### src/rtl/dlt_pkg.sv
// Shared types, constants and calendar helpers for the DST local time converter.
// Used by dlt_ctrl, dlt_dp and the top level; depends on nothing else.
`default_nettype none
package dlt_pkg;

	localparam int unsigned DAY_SECS  = 86400;
	localparam int unsigned HOUR_SECS = 3600;
	localparam int unsigned MIN_SECS  = 60;
	localparam int unsigned DAY_MINS  = 24 * 60;

	// day count = ((utc >> 7) * DAY_RECIP) >> 35, exact for every 25 bit operand
	localparam logic [25:0] DAY_RECIP = 26'd50903317;

	// 1970-01-01 was a Thursday; residues of 1970 for the leap rule
	localparam logic [2:0] EPOCH_DOW  = 3'd4;
	localparam logic [1:0] EPOCH_Y4   = 2'd2;
	localparam logic [6:0] EPOCH_Y100 = 7'd70;
	localparam logic [8:0] EPOCH_Y400 = 9'd370;

	localparam logic signed [10:0] OFF_MIN = -11'sd720;
	localparam logic signed [10:0] OFF_MAX = 11'sd840;

	// configuration register indexes
	localparam logic [2:0] REG_STD_OFFSET = 3'd0;
	localparam logic [2:0] REG_DST_OFFSET = 3'd1;
	localparam logic [2:0] REG_DST_ENABLE = 3'd2;
	localparam logic [2:0] REG_DST_START  = 3'd3;
	localparam logic [2:0] REG_DST_END    = 3'd4;

	typedef enum logic [3:0] {
		S_IDLE, S_DIV, S_YEAR, S_RINIT, S_MONTH, S_DAY, S_MUL, S_ADD,
		S_TOD, S_HOUR, S_MIN, S_FIN
	} state_t;

	typedef enum logic [3:0] {
		OP_NONE, OP_LOAD, OP_DIV, OP_YEAR, OP_RINIT, OP_MONTH, OP_DAY, OP_MUL,
		OP_ADD, OP_TOD, OP_HOUR, OP_MIN, OP_PUSH
	} op_t;

	typedef struct packed {
		op_t  op;
		logic rule;     // 0 start rule, 1 end rule
	} cmd_t;

	typedef struct packed {
		logic div_last;
		logic year_done;
		logic month_done;
		logic hour_done;
		logic min_done;
		logic out_free;
	} status_t;

	// days in month m (1..12); codes outside that range give 31
	function automatic logic [4:0] month_days(input logic [3:0] m, input logic leap);
		logic [4:0] d;
		unique case (m)
			4'd2: d = leap ? 5'd29 : 5'd28;
			4'd4, 4'd6, 4'd9, 4'd11: d = 5'd30;
			default: d = 5'd31;
		endcase
		return d;
	endfunction

endpackage
`default_nettype wire

### src/rtl/dlt_ctrl.sv
// Sequencer of the DST local time converter: steps the datapath through
// division, year walk, both rules and the time split. Uses dlt_pkg.
`default_nettype none
module dlt_ctrl (
	input  wire              clk,
	input  wire              arst_n,
	input  wire              in_valid,
	output logic             in_ready,
	input  dlt_pkg::status_t sts,
	output dlt_pkg::cmd_t    cmd
);
	import dlt_pkg::*;

	state_t state_q, state_nx;
	logic   rule_q;

	// state and rule select registers
	always_ff @(posedge clk or negedge arst_n) begin
		if (!arst_n) begin
			state_q <= S_IDLE;
			rule_q  <= 1'b0;
		end else begin
			state_q <= state_nx;
			if (state_q == S_IDLE)
				rule_q <= 1'b0;
			else if (state_q == S_ADD)
				rule_q <= 1'b1;
		end
	end

	// next state
	always_comb begin
		state_nx = state_q;
		unique case (state_q)
			S_IDLE:  if (in_valid) state_nx = S_DIV;
			S_DIV:   if (sts.div_last) state_nx = S_YEAR;
			S_YEAR:  if (sts.year_done) state_nx = S_RINIT;
			S_RINIT: state_nx = S_MONTH;
			S_MONTH: if (sts.month_done) state_nx = S_DAY;
			S_DAY:   state_nx = S_MUL;
			S_MUL:   state_nx = S_ADD;
			S_ADD:   state_nx = rule_q ? S_TOD : S_RINIT;
			S_TOD:   state_nx = S_HOUR;
			S_HOUR:  if (sts.hour_done) state_nx = S_MIN;
			S_MIN:   if (sts.min_done) state_nx = S_FIN;
			S_FIN:   if (sts.out_free) state_nx = S_IDLE;
			default: state_nx = S_IDLE;
		endcase
	end

	// commands
	always_comb begin
		in_ready = 1'b0;
		cmd.rule = rule_q;
		cmd.op   = OP_NONE;
		unique case (state_q)
			S_IDLE: begin
				in_ready = 1'b1;
				if (in_valid) cmd.op = OP_LOAD;
			end
			S_DIV:   cmd.op = OP_DIV;
			S_YEAR:  cmd.op = OP_YEAR;
			S_RINIT: cmd.op = OP_RINIT;
			S_MONTH: cmd.op = OP_MONTH;
			S_DAY:   cmd.op = OP_DAY;
			S_MUL:   cmd.op = OP_MUL;
			S_ADD:   cmd.op = OP_ADD;
			S_TOD:   cmd.op = OP_TOD;
			S_HOUR:  cmd.op = OP_HOUR;
			S_MIN:   cmd.op = OP_MIN;
			S_FIN:   if (sts.out_free) cmd.op = OP_PUSH;
			default: cmd.op = OP_NONE;
		endcase
	end

endmodule
`default_nettype wire

### src/rtl/dlt_dp.sv
// Datapath of the DST local time converter: configuration registers, calendar
// arithmetic and the output word register. Driven by dlt_ctrl; uses dlt_pkg.
`default_nettype none
module dlt_dp (
	input  wire              clk,
	input  wire              arst_n,
	input  dlt_pkg::cmd_t    cmd,
	output dlt_pkg::status_t sts,
	input  wire              cfg_we,
	input  wire  [2:0]       cfg_index,
	input  wire  [20:0]      cfg_data,
	input  wire  [31:0]      in_utc,
	output logic             out_valid,
	input  wire              out_ready,
	output logic [31:0]      out_data,
	output logic             out_dst
);
	import dlt_pkg::*;

	// configuration
	logic signed [10:0] std_q, dst_q;
	logic               en_q;
	logic [20:0]        start_q, end_q;

	// working registers
	logic [31:0] utc_q;
	logic [31:0] rem_q;
	logic [15:0] days_q;
	logic        cnt_q;
	logic [15:0] d_q, yday0_q, first_q, daynum_q;
	logic [2:0]  ydow_q, dow_q;
	logic [1:0]  y4_q;
	logic [6:0]  y100_q;
	logic [8:0]  y400_q;
	logic [3:0]  m_q;
	logic [32:0] prod_q;
	logic signed [18:0] mterm_q;
	logic [33:0] s_q, e_q;
	logic        sv_q, ev_q, act_q;
	logic signed [10:0] off_q;
	logic [16:0] tod_q;
	logic [4:0]  hour_q;
	logic [5:0]  min_q;

	// output register
	logic        ovalid_q, odst_q;
	logic [31:0] odata_q;

	// combinational helpers
	logic               leap, en_w, rule_ok, active_w;
	logic [20:0]        rule_w;
	logic [3:0]         r_mon;
	logic [2:0]         r_wk, r_wd;
	logic [10:0]        r_mins;
	logic signed [10:0] r_off, off_w;
	logic [50:0]        recip_w;
	logic [31:0]        daysec_w;
	logic [8:0]         yl;
	logic [3:0]         ydow_sum;
	logic [4:0]         dim_m, dim_r;
	logic [3:0]         dow_sum, wd_x;
	logic [5:0]         day_a, day_w;
	logic [32:0]        prod_w;
	logic signed [18:0] mt_w;
	logic signed [35:0] t_w;
	logic signed [16:0] offm_w;
	logic signed [18:0] sum_w;
	logic [16:0]        tod_w;
	logic [33:0]        utc_x;

	assign leap    = (y4_q == 2'd0) && ((y100_q != 7'd0) || (y400_q == 9'd0));
	assign yl      = leap ? 9'd366 : 9'd365;
	assign en_w    = en_q && (dst_q != std_q) && (dst_q >= OFF_MIN) && (dst_q <= OFF_MAX);

	// day count and second of the day
	assign recip_w  = 51'(utc_q[31:7]) * 51'(DAY_RECIP);
	assign daysec_w = 32'(days_q) * 32'(DAY_SECS);

	// weekday of next 1st January
	assign ydow_sum = 4'(ydow_q) + (leap ? 4'd2 : 4'd1);

	// selected rule fields
	assign rule_w  = cmd.rule ? end_q : start_q;
	assign r_off   = cmd.rule ? dst_q : std_q;
	assign r_mon   = rule_w[3:0];
	assign r_wk    = rule_w[6:4];
	assign r_wd    = rule_w[9:7];
	assign r_mins  = rule_w[20:10];
	assign rule_ok = (r_mon >= 4'd1) && (r_mon <= 4'd12) && (r_wk >= 3'd1) &&
		(r_wk <= 3'd5) && (r_wd <= 3'd6) && (r_mins < 11'(DAY_MINS));

	// month walk and weekday of the first
	assign dim_m   = month_days(m_q, leap);
	assign dow_sum = 4'(dow_q) + 4'(dim_m - 5'd28);
	assign dim_r   = month_days(r_mon, leap);
	assign wd_x    = (4'(r_wd) + 4'd7 - 4'(dow_q) >= 4'd7) ?
		4'(r_wd) - 4'(dow_q) : 4'(r_wd) + 4'd7 - 4'(dow_q);
	assign day_a   = 6'd1 + 6'(wd_x) + 6'(3'(r_wk - 3'd1)) * 6'd7;
	assign day_w   = (day_a > 6'(dim_r)) ? day_a - 6'd7 : day_a;

	// transition instant
	assign prod_w = 33'(daynum_q) * 33'(DAY_SECS);
	assign mt_w   = 19'($signed({2'b00, r_mins})) - 19'(r_off);
	assign t_w    = $signed({3'b000, prod_q}) + 36'(mterm_q);

	// decision and local time of day
	assign utc_x    = {2'b00, utc_q};
	assign active_w = en_w && sv_q && ev_q &&
		((s_q < e_q) ? (utc_x >= s_q && utc_x < e_q) : (utc_x >= s_q || utc_x < e_q));
	assign off_w    = active_w ? dst_q : std_q;
	assign offm_w   = 17'(off_w) * 17'sd60;
	assign sum_w    = $signed({2'b00, rem_q[16:0]}) + 19'(offm_w);
	assign tod_w    = sum_w[18] ? 17'(sum_w + 19'sd86400) :
		(sum_w >= 19'sd86400) ? 17'(sum_w - 19'sd86400) : sum_w[16:0];

	// configuration writes
	always_ff @(posedge clk or negedge arst_n) begin
		if (!arst_n) begin
			std_q   <= '0;
			dst_q   <= '0;
			en_q    <= 1'b0;
			start_q <= '0;
			end_q   <= '0;
		end else if (cfg_we) begin
			unique case (cfg_index)
				REG_STD_OFFSET: std_q   <= $signed(cfg_data[10:0]);
				REG_DST_OFFSET: dst_q   <= $signed(cfg_data[10:0]);
				REG_DST_ENABLE: en_q    <= cfg_data[0];
				REG_DST_START:  start_q <= cfg_data;
				REG_DST_END:    end_q   <= cfg_data;
				default: ;
			endcase
		end
	end

	// arithmetic steps
	always_ff @(posedge clk) begin
		case (cmd.op)
			OP_LOAD: begin
				utc_q <= in_utc;
				cnt_q <= 1'b1;
			end
			OP_DIV: begin
				// with cnt_q set: day count by reciprocal; once it clears: second of the day
				if (cnt_q) begin
					days_q <= recip_w[50:35];
				end else begin
					rem_q <= utc_q - daysec_w;
					d_q   <= days_q;
				end
				cnt_q   <= 1'b0;
				yday0_q <= '0;
				ydow_q  <= EPOCH_DOW;
				y4_q    <= EPOCH_Y4;
				y100_q  <= EPOCH_Y100;
				y400_q  <= EPOCH_Y400;
			end
			OP_YEAR: begin
				// one year per cycle
				if (d_q >= 16'(yl)) begin
					d_q     <= d_q - 16'(yl);
					yday0_q <= yday0_q + 16'(yl);
					ydow_q  <= (ydow_sum >= 4'd7) ? 3'(ydow_sum - 4'd7) : ydow_sum[2:0];
					y4_q    <= y4_q + 2'd1;
					y100_q  <= (y100_q == 7'd99) ? 7'd0 : y100_q + 7'd1;
					y400_q  <= (y400_q == 9'd399) ? 9'd0 : y400_q + 9'd1;
				end
			end
			OP_RINIT: begin
				m_q     <= 4'd1;
				first_q <= yday0_q;
				dow_q   <= ydow_q;
			end
			OP_MONTH: begin
				if (!sts.month_done) begin
					first_q <= first_q + 16'(dim_m);
					dow_q   <= (dow_sum >= 4'd7) ? 3'(dow_sum - 4'd7) : dow_sum[2:0];
					m_q     <= m_q + 4'd1;
				end
			end
			OP_DAY: daynum_q <= first_q + 16'(day_w) - 16'd1;
			OP_MUL: begin
				prod_q  <= prod_w;
				mterm_q <= 19'(mt_w * 19'sd60);
			end
			OP_ADD: begin
				if (cmd.rule) begin
					e_q  <= t_w[33:0];
					ev_q <= rule_ok && !t_w[35] && (t_w != 36'sd0);
				end else begin
					s_q  <= t_w[33:0];
					sv_q <= rule_ok && !t_w[35] && (t_w != 36'sd0);
				end
			end
			OP_TOD: begin
				act_q  <= active_w;
				off_q  <= off_w;
				tod_q  <= tod_w;
				hour_q <= '0;
				min_q  <= '0;
			end
			OP_HOUR: begin
				if (!sts.hour_done) begin
					tod_q  <= tod_q - 17'(HOUR_SECS);
					hour_q <= hour_q + 5'd1;
				end
			end
			OP_MIN: begin
				if (!sts.min_done) begin
					tod_q <= tod_q - 17'(MIN_SECS);
					min_q <= min_q + 6'd1;
				end
			end
			default: ;
		endcase
	end

	// output word register
	always_ff @(posedge clk or negedge arst_n) begin
		if (!arst_n)
			ovalid_q <= 1'b0;
		else if (cmd.op == OP_PUSH)
			ovalid_q <= 1'b1;
		else if (out_ready)
			ovalid_q <= 1'b0;
	end

	always_ff @(posedge clk) begin
		if (cmd.op == OP_PUSH) begin
			odata_q <= {4'b0000, off_q, tod_q[5:0], min_q, hour_q};
			odst_q  <= act_q;
		end
	end

	// status to the sequencer
	assign sts.div_last   = (cnt_q == 1'b0);
	assign sts.year_done  = (d_q < 16'(yl));
	assign sts.month_done = (m_q >= r_mon) || (m_q == 4'd12);
	assign sts.hour_done  = (tod_q < 17'(HOUR_SECS));
	assign sts.min_done   = (tod_q < 17'(MIN_SECS));
	assign sts.out_free   = !ovalid_q || out_ready;

	assign out_valid = ovalid_q;
	assign out_data  = odata_q;
	assign out_dst   = odst_q;

endmodule
`default_nettype wire

### src/rtl/dst_local_time_converter.sv
// DST local time converter: top level joining sequencer and datapath.
// Depends on dlt_pkg, dlt_ctrl and dlt_dp.
//
// Use: software writes the five registers over the cfg channel (index 0 std
// offset, 1 DST offset, 2 enable, 3 start rule, 4 end rule; cfg_ready is
// always high), then sends UTC seconds words on s_axis. Each input word gives
// one result word on m_axis: local hour, minute, second and the offset in
// tdata, the DST flag in tuser.
// One word is worked on at a time; s_axis_tready is high only while idle.
// After the input is taken, the block finds the day count and second of the
// day, walks the years since 1970, walks the months up to each rule's month
// and forms each rule's transition instant, takes the time of day, steps off
// the hours and minutes and loads the output; m_axis_tvalid then rises. The
// next word can be taken in the cycle in which m_axis_tvalid rises.
// The result sits in an output register; a new word is taken while it waits,
// and when m_axis stalls the finished next result waits until the register
// frees. Reset clears the configuration registers to zero, DST disabled, and
// empties the output.
`default_nettype none
module dst_local_time_converter (
	input  wire         clk,
	input  wire         arst_n,
	input  wire         cfg_valid,
	output logic        cfg_ready,
	input  wire  [2:0]  cfg_index,
	input  wire  [20:0] cfg_data,
	input  wire         s_axis_tvalid,
	output logic        s_axis_tready,
	input  wire  [31:0] s_axis_tdata,   // [31:0] UTC second count
	output logic        m_axis_tvalid,
	input  wire         m_axis_tready,
	output logic [31:0] m_axis_tdata,   // [4:0] local_hour, [10:5] local_minute,
	                                    // [16:11] local_second, [27:17] utc offset
	output logic        m_axis_tuser    // [0] dst_active
);
	import dlt_pkg::*;

	cmd_t    cmd;
	status_t sts;

	assign cfg_ready = 1'b1;

	dlt_ctrl u_ctrl (
		.clk      (clk),
		.arst_n   (arst_n),
		.in_valid (s_axis_tvalid),
		.in_ready (s_axis_tready),
		.sts      (sts),
		.cmd      (cmd)
	);

	dlt_dp u_dp (
		.clk       (clk),
		.arst_n    (arst_n),
		.cmd       (cmd),
		.sts       (sts),
		.cfg_we    (cfg_valid),
		.cfg_index (cfg_index),
		.cfg_data  (cfg_data),
		.in_utc    (s_axis_tdata),
		.out_valid (m_axis_tvalid),
		.out_ready (m_axis_tready),
		.out_data  (m_axis_tdata),
		.out_dst   (m_axis_tuser)
	);

endmodule
`default_nettype wire

### config.mk
export PLATFORM = sky130hd
export DESIGN_NAME = dst_local_time_converter
export DESIGN_NICKNAME = d
export VERILOG_FILES = /design/src/rtl/dlt_pkg.sv /design/src/rtl/dlt_ctrl.sv /design/src/rtl/dlt_dp.sv /design/src/rtl/dst_local_time_converter.sv
export SDC_FILE = /design/constraint.sdc
export NUM_CORES = 2
export LEC_CHECK = 0
export BUFFER_PORTS_ARGS = -buffer_cell sky130_fd_sc_hd__buf_2
export CORE_MARGIN = 4
export CORE_UTILIZATION = 55
export DETAILED_ROUTE_END_ITERATION = 8
export GPL_ROUTABILITY_DRIVEN = 0
export PLACE_DENSITY = 0.74
export SYNTH_ARGS = -nofsm -noshare
export SYNTH_HDL_FRONTEND = slang
export SYNTH_SLANG_ARGS = --single-unit
### constraint.sdc
create_clock -name clk -period 9.4 [get_ports clk]
set_clock_uncertainty 0.1 [all_clocks]
set_input_delay 1.88 -clock clk [delete_from_list [all_inputs] [get_ports clk]]
set_output_delay 1.88 -clock clk [all_outputs]
set_load 0.005 [all_outputs]
---- Word level (Yosys, flattened, before mapping) ----
Cells that the tools add are included.
Widths: inputs -> output; s select.
operators by class
  add/sub/neg operators ................... 31
  $mul .................................... 6
  magnitude comparators ................... 21
  eq/ne operators ......................... 53
  mux-type cells .......................... 61
  bitwise logic cells ..................... 2
  reduce and logical (&&, ||, !) cells .... 53
operators with widths
  kind                    count
  $pmux 16 s2             3
  $pmux 4 s12             2
  $mux 17                 4
  $mux 16                 4
  $eq 4x4->1 const B      14
  $mul 25x26->51 const B  1
  $pmux 17 s3             1
  $eq 4x3->1 const B      12
  $mux 4                  11
  $reduce_bool 36->1      1
  $add 34x19->35          1
  $ge 32x34->1            1
  $lt 32x34->1            1
  $lt 34x34->1            1
  $mul 16x10->26 const B  1
  $reduce_and 2->1        13
  $eq 4x2->1 const B      6
  $mux 11                 2
  $ne 2x2->1 const B      11
  $mux 21                 1
  $pmux 5 s2              2
  $add 18x17->19          1
  $ge 19x18->1 const B    1
  $mul 19x5->17 const B   1
  81 further kinds        131
storage, ports and cells
  register bits after elaboration ......... 411
  bits of input ports ..................... 61
  output and inout port bits .............. 36
  logic and storage cells ................. 262

---- Longest topological paths before layout ----
  word-level depth ........................ 14
  depth in mapped cells ................... 40
  depth with buffers taken out ............ 38

---- Cells and area by module ----
A second synthesis with hierarchy kept.
unflattened totals
  cells, all modules ...................... 3716
  area, all modules ....................... 39080.0 um2
by module, submodules not included
  module                    times used  cells each  area each (um2)  seq. area each (um2)
  dlt_dp                    1           3660        38650.8          11741.3
  dlt_ctrl                  1           54          417.9            125.1
  dst_local_time_converter  1           2           11.3             0.0

---- Worst setup path after synthesis ----
Ideal clock, no wire load.
  path type ............................... reg2reg
  start point ............................. register u_dp.utc_q[12]
  end point ............................... register u_dp.tod_q[12], data pin
  library setup time ...................... 0.269 ns
  arrival ................................. 8.421 ns
  required time ........................... 9.031 ns
  slack ................................... 0.609 ns
  cell stages (with the launch flop) ...... 37
  path buffers ............................ 2
  clock period less this slack ............ 8.791 ns
  cells stage by stage .................... edfxtp_1 > ha_1 > o21ai_0 > o21bai_1 > a2111oi_0 > a2111o_1 > a2111oi_4 > o21ai_1 > a21oi_2 > buf_6 > buf_1 > mux2_2 > ha_1 > xor2_1 > ha_1 > inv_1 > fa_1 > inv_1 > ha_1 > and3_1 > a221oi_4 > o21ai_1 > a221oi_2 > nor3_1 > a311o_1 > ha_1 > a21oi_1 > nand2_1 > a2bb2oi_1 > xnor2_1 > and2_1 > a311oi_2 > nor2b_1 > mux2i_4 > o22ai_1 > xor2_1 > o221ai_2
between the ends
  cells in the longest elaborated chain, start to end .. 11
  elaborated cells between the ends (all ways) .. 15
  classes of those cells .................. add/sub: 3; mul: 1; order compare: 3; mux: 5; reduce/logical: 3
RTL lines
  element                                                RTL line       text
  start, declared                                        dlt_dp.sv:26   logic [31:0] utc_q;
  start signal, assigned                                 dlt_dp.sv:140  utc_q <= in_utc;
  $ge 32x34->1 or $lt 32x34->1 (tied branches)           dlt_dp.sv:109  ((s_q < e_q) ? (utc_x >= s_q && utc_x < e_q) : (utc_x >= s_q || utc_x < e_q));
  $logic_or 1x1->1 or $logic_and 1x1->1 (tied branches)  dlt_dp.sv:109
  $mux 1 *                                               dlt_dp.sv:109
  $logic_and 1x1->1 *                                    dlt_dp.sv:108  assign active_w = en_w && sv_q && ev_q &&
  via u_dp.active_w                                      dlt_dp.sv:50   logic leap, en_w, rule_ok, active_w;
  $mux 11 *                                              dlt_dp.sv:110  assign off_w = active_w ? dst_q : std_q;
  via u_dp.off_w[2]                                      dlt_dp.sv:55   logic signed [10:0] r_off, off_w;
  $mul 11x5->15 *                                        dlt_dp.sv:111  assign offm_w = 17'(off_w) * 17'sd60;
  $add 18x17->19 *                                       dlt_dp.sv:112  assign sum_w = $signed({2'b00, rem_q[16:0]}) + 19'(offm_w);
  $sub 17x17->17 or $ge 19x18->1 (tied branches)         dlt_dp.sv:114  (sum_w >= 19'sd86400) ? 17'(sum_w - 19'sd86400) : sum_w[16:0];
  $mux 17                                                dlt_dp.sv:114
  $mux 17 *                                              dlt_dp.sv:113  assign tod_w = sum_w[18] ? 17'(sum_w + 19'sd86400) :
  $pmux 17 s3 *                                          dlt_dp.sv:138  case (cmd.op)
  end signal, assigned                                   dlt_dp.sv:198  tod_q <= tod_w;
  end signal, assigned                                   dlt_dp.sv:204  tod_q <= tod_q - 17'(HOUR_SECS);
  end signal, assigned                                   dlt_dp.sv:210  tod_q <= tod_q - 17'(MIN_SECS);
  end, declared                                          dlt_dp.sv:41   logic [16:0] tod_q;
The timed path passes the listed nets; every way through them passes the cells marked *.
A chain may end at the register's enable or synchronous reset.

---- Final worst setup path ----
  start point ............................. register u_dp.s_q[29]
  end point ............................... register u_dp.tod_q[12], data pin
between the ends
  cells in the longest elaborated chain, start to end .. 11
  elaborated cells between the ends (all ways) .. 15
  classes of those cells .................. add/sub: 3; mul: 1; order compare: 3; mux: 5; reduce/logical: 3
RTL lines
  element                                                RTL line       text
  start, declared                                        dlt_dp.sv:38   logic [33:0] s_q, e_q;
  start signal, assigned                                 dlt_dp.sv:191  s_q <= t_w[33:0];
  $ge 32x34->1                                           dlt_dp.sv:109
  $logic_or 1x1->1 or $logic_and 1x1->1 (tied branches)  dlt_dp.sv:109
  $mux 1 *                                               dlt_dp.sv:109
  $logic_and 1x1->1 *                                    dlt_dp.sv:108
  $mux 11 *                                              dlt_dp.sv:110
  via u_dp.off_w[0]                                      dlt_dp.sv:55
  $mul 11x5->15 *                                        dlt_dp.sv:111
  $add 18x17->19 *                                       dlt_dp.sv:112
  $sub 17x17->17 or $ge 19x18->1 (tied branches)         dlt_dp.sv:114
  $mux 17                                                dlt_dp.sv:114
  $mux 17 *                                              dlt_dp.sv:113
  $pmux 17 s3 *                                          dlt_dp.sv:138
Marks and branches as above.

==> impl_metrics.csv <==
group,metric,value,unit
global_routing,grt_antenna_before_repair,11,
drt,via_per_inst,5.48,
logic_synthesis,synth-main-ff-cell,"edfxtp_1",
floorplan,core-area,70000,sq um
logic_synthesis,synth-seq-area-share,0.305,
logic_synthesis,ys_ff_latch,407,
worst_hold_path,min-delay-start,"u_dp.off_q[7]",
critical_path,reg2reg_slack,350,ps
critical_path,r2r-end,"u_dp.tod_q[12]",
logic_synthesis,synth-async-reset-ratio,0.174,
global_routing,grt_use_total,0.224,
sta,slew_viol_final,0,
global_routing,grt_pass1_vias,26700,
floorplan,initial_core_util,0.555,
sta,tightest_slew,1160,ps
sta,fin_hold_ws,328,ps
clock_tree,clk_latency,590,ps
floorplan,die_h,274,microns
floorplan,dieArea,75000,sq um
floorplan,io_pins,97,
worst_hold_path,min_path_type,"reg -> reg",
cells_and_area,drive_above_1_share,0.0913,
place,place_area,40700,sq um
clock_tree,cts_tree,"yes",
logic_synthesis,yosysWarningCount,0,
drt,drt_pass1_iterations,5,
sta,fmax,110,MHz
clock_tree,clkTransAtPathRegs,60,ps
sta,fin_crit_sh,0.963,
logic_synthesis,syn_area,38900,sq um
critical_path,arrival,9240,ps
critical_path,crit_top_cell,"ha_1",
sta,setup_viol,0,
cells_and_area,area_growth,9.16,%
drt,wl_per_cell,17.4,microns
floorplan,rows,97,
drt,drtIter0Drc,1390,
clock_tree,cts-root-buf,"clkbuf_16",
drt,via_count,26200,
floorplan,die_w,274,microns
place,dpl.hpwl,67600,microns
place,port_buffers,91,
drt,drc,0,
critical_path,cpPeakStageDelay,720,ps
critical_path,cp_slowest_cell,"a2111oi_0",
logic_synthesis,ys_types,90,
global_routing,grt_pass1_wl,136000,microns
logic_synthesis,synth_edf_count,336,
clock_tree,ctsHoldBuffers,0,
clock_tree,clkSinkCount,407,
status,status,"finished clean",
global_routing,grt_start_max_net_pins,72,
sta,slew-limit-headroom,0.222,
critical_path,rr_worst_depth,38,
critical_path,reg2reg_from,"u_dp.s_q[29]",
critical_path,cp.required,9590,ps
drt,routed_wirelength,83300,microns
cells_and_area,postLayoutCellArea,42400,sq um
clock_tree,htree_levels,2,
cells_and_area,nNetsFinal,4818,
critical_path,crit_fanout,5,
global_routing,gr-total-overflow,0,
critical_path,startpoint_type,"flop",
worst_hold_path,min_to,"u_dp.out_data[24]",
clock_tree,clock_path_buffers,3,
clock_tree,cts-buffers-inserted,46,
job,maxCapViolations,0,
drt,final_antenna_net_count,0,
critical_path,critical_path_class,"reg -> reg",
worst_hold_path,holdPathStages,0,
sta,hold_viol_final,0,
sta,post-route-min-period,9050,ps
logic_synthesis,synth_cells,3653,
critical_path,end_kind,"flop",
logic_synthesis,syn_area_per_cell,10.6,sq um
-- cells in the mapped netlist, types with 30 or more instances --
master	instances	area [sq um]
ha_1	688	8610
inv_1	656	2460
edfxtp_1	336	10100
fa_1	261	5230
nand2_1	184	691
a21oi_1	172	861
nor2_1	155	582
xnor2_1	149	1310
o21ai_0	136	681
xor2_1	103	902
mux2_2	91	1020
dfrtp_1	71	1780
a21o_1	59	443
nor3_1	46	230
nand3_1	42	210
nor2b_1	39	244
mux2i_1	34	340
o21bai_1	34	255
nand2b_1	30	188
-- layout make-up --
cell class                      count  area [sq um]
Fill cell                        5717         27600
Clock inverter                     27           283
Timing Repair Buffer              143           866
Multi-Input combinational cell   2554         24500
Clock buffer                       57          1240
Inverter                          656          2460
Sequential cell                   407         11900
Antenna cell                        7          17.5
Tap cell                          940          1180
-- metal layers --
layer,GRT usage,routed length (microns)
met4,0.0756,2800
met5,0,0
met2,0.390,41300
met3,0.0216,2920
met1,0.294,36200
-- logic make-up after synthesis --
kind of cell,after synthesis,synth area share
XOR/XNOR,254,0.0581
other,2,0.000193
AND/OR/NAND/NOR,619,0.0764
multiplexers,127,0.0363
adder cells (fa/ha/maj),949,0.356
AO/OA/AOI/OAI,599,0.0996
flip-flops,407,0.305
buffers and inverters,696,0.0679
-- worst max-delay path by stage --
stage	from	end	slack [ps]	cells after the start
finish	u_dp.s_q[29]	u_dp.tod_q[12]	350	38
global route	u_dp.utc_q[3]	u_dp.tod_q[8]	-50	36
CTS	u_dp.utc_q[3]	u_dp.tod_q[12]	130	34
detailed placement	u_dp.utc_q[3]	u_dp.tod_q[12]	120	34
global placement	u_dp.utc_q[3]	u_dp.tod_q[12]	350	34
floorplan	u_dp.utc_q[12]	u_dp.tod_q[12]	610	36
-- placed cells by master, fill, tap and decap left out, types with 8 or more instances in the layout --
master / count
ha_1: 688
inv_1: 656
edfxtp_1: 336
fa_1: 261
nand2_1: 184
a21oi_1: 171
nor2_1: 152
xnor2_1: 147
o21ai_0: 135
xor2_1: 102
mux2_2: 91
buf_2: 91
dfrtp_1: 70
a21o_1: 59
buf_4: 50
clkbuf_16: 48
nand3_1: 42
nor3_1: 41
nor2b_1: 39
o21bai_1: 34
mux2i_1: 33
nand2b_1: 30
and3_1: 24
nand4_1: 20
o21a_1: 19
a211oi_1: 19
a31oi_1: 19
nor4_1: 16
o22ai_1: 14
and2_1: 13
or3_1: 13
o21ai_1: 10
o211ai_1: 9
o31ai_1: 9
a21boi_0: 9
clkbuf_1: 8
-- flip-flops by register name (all words and copies together) (netlist names), 6 cells and up --
register,count
u_dp.std_q,11
u_dp.dst_q,11
u_dp.first_q,16
u_dp.y400_q,9
u_dp.daynum_q,16
u_dp.e_q,32
u_dp.prod_q,26
u_dp.utc_q,32
u_dp.mterm_q,17
u_dp.rem_q,17
u_dp.d_q,16
u_dp.yday0_q,16
u_dp.tod_q,17
u_dp.days_q,16
u_dp.s_q,32
u_dp.y100_q,7
u_dp.start_q,21
u_dp.end_q,21
u_dp.off_q,11
u_dp.out_data,28
u_dp.min_q,6
-- worst max-delay path: cells and delay by family, from the launching register on --
kind / cells / cell delay [ps]
muxes: 2 / 550
adders and majority gates: 6 / 2020
and+or+nand+nor: 5 / 770
buffers and inverters: 6 / 580
AOI/OAI and AO/OA: 17 / 3990
DFF: 1 / 360
xor gates and xnor gates: 2 / 380
-- through the flow --
step                 util  instances  TNS, ps  worst slack, ps
CTS                 0.603       4778        0              132
finish              0.606       4791        0              350
global placement    0.582       4694        0              350
floorplan               -       3656        0              609
global route        0.606       4791     -150            -46.4
detailed placement  0.582       4694        0              118
-- timing repair --
action	in CTS	in global routing
resized for setup	0	18
setup buffers	0	5
setup endpoints to repair	0	10
Power is not shown: default switching activity piles up to over one toggle a cycle in this logic, so the estimate is an artifact.
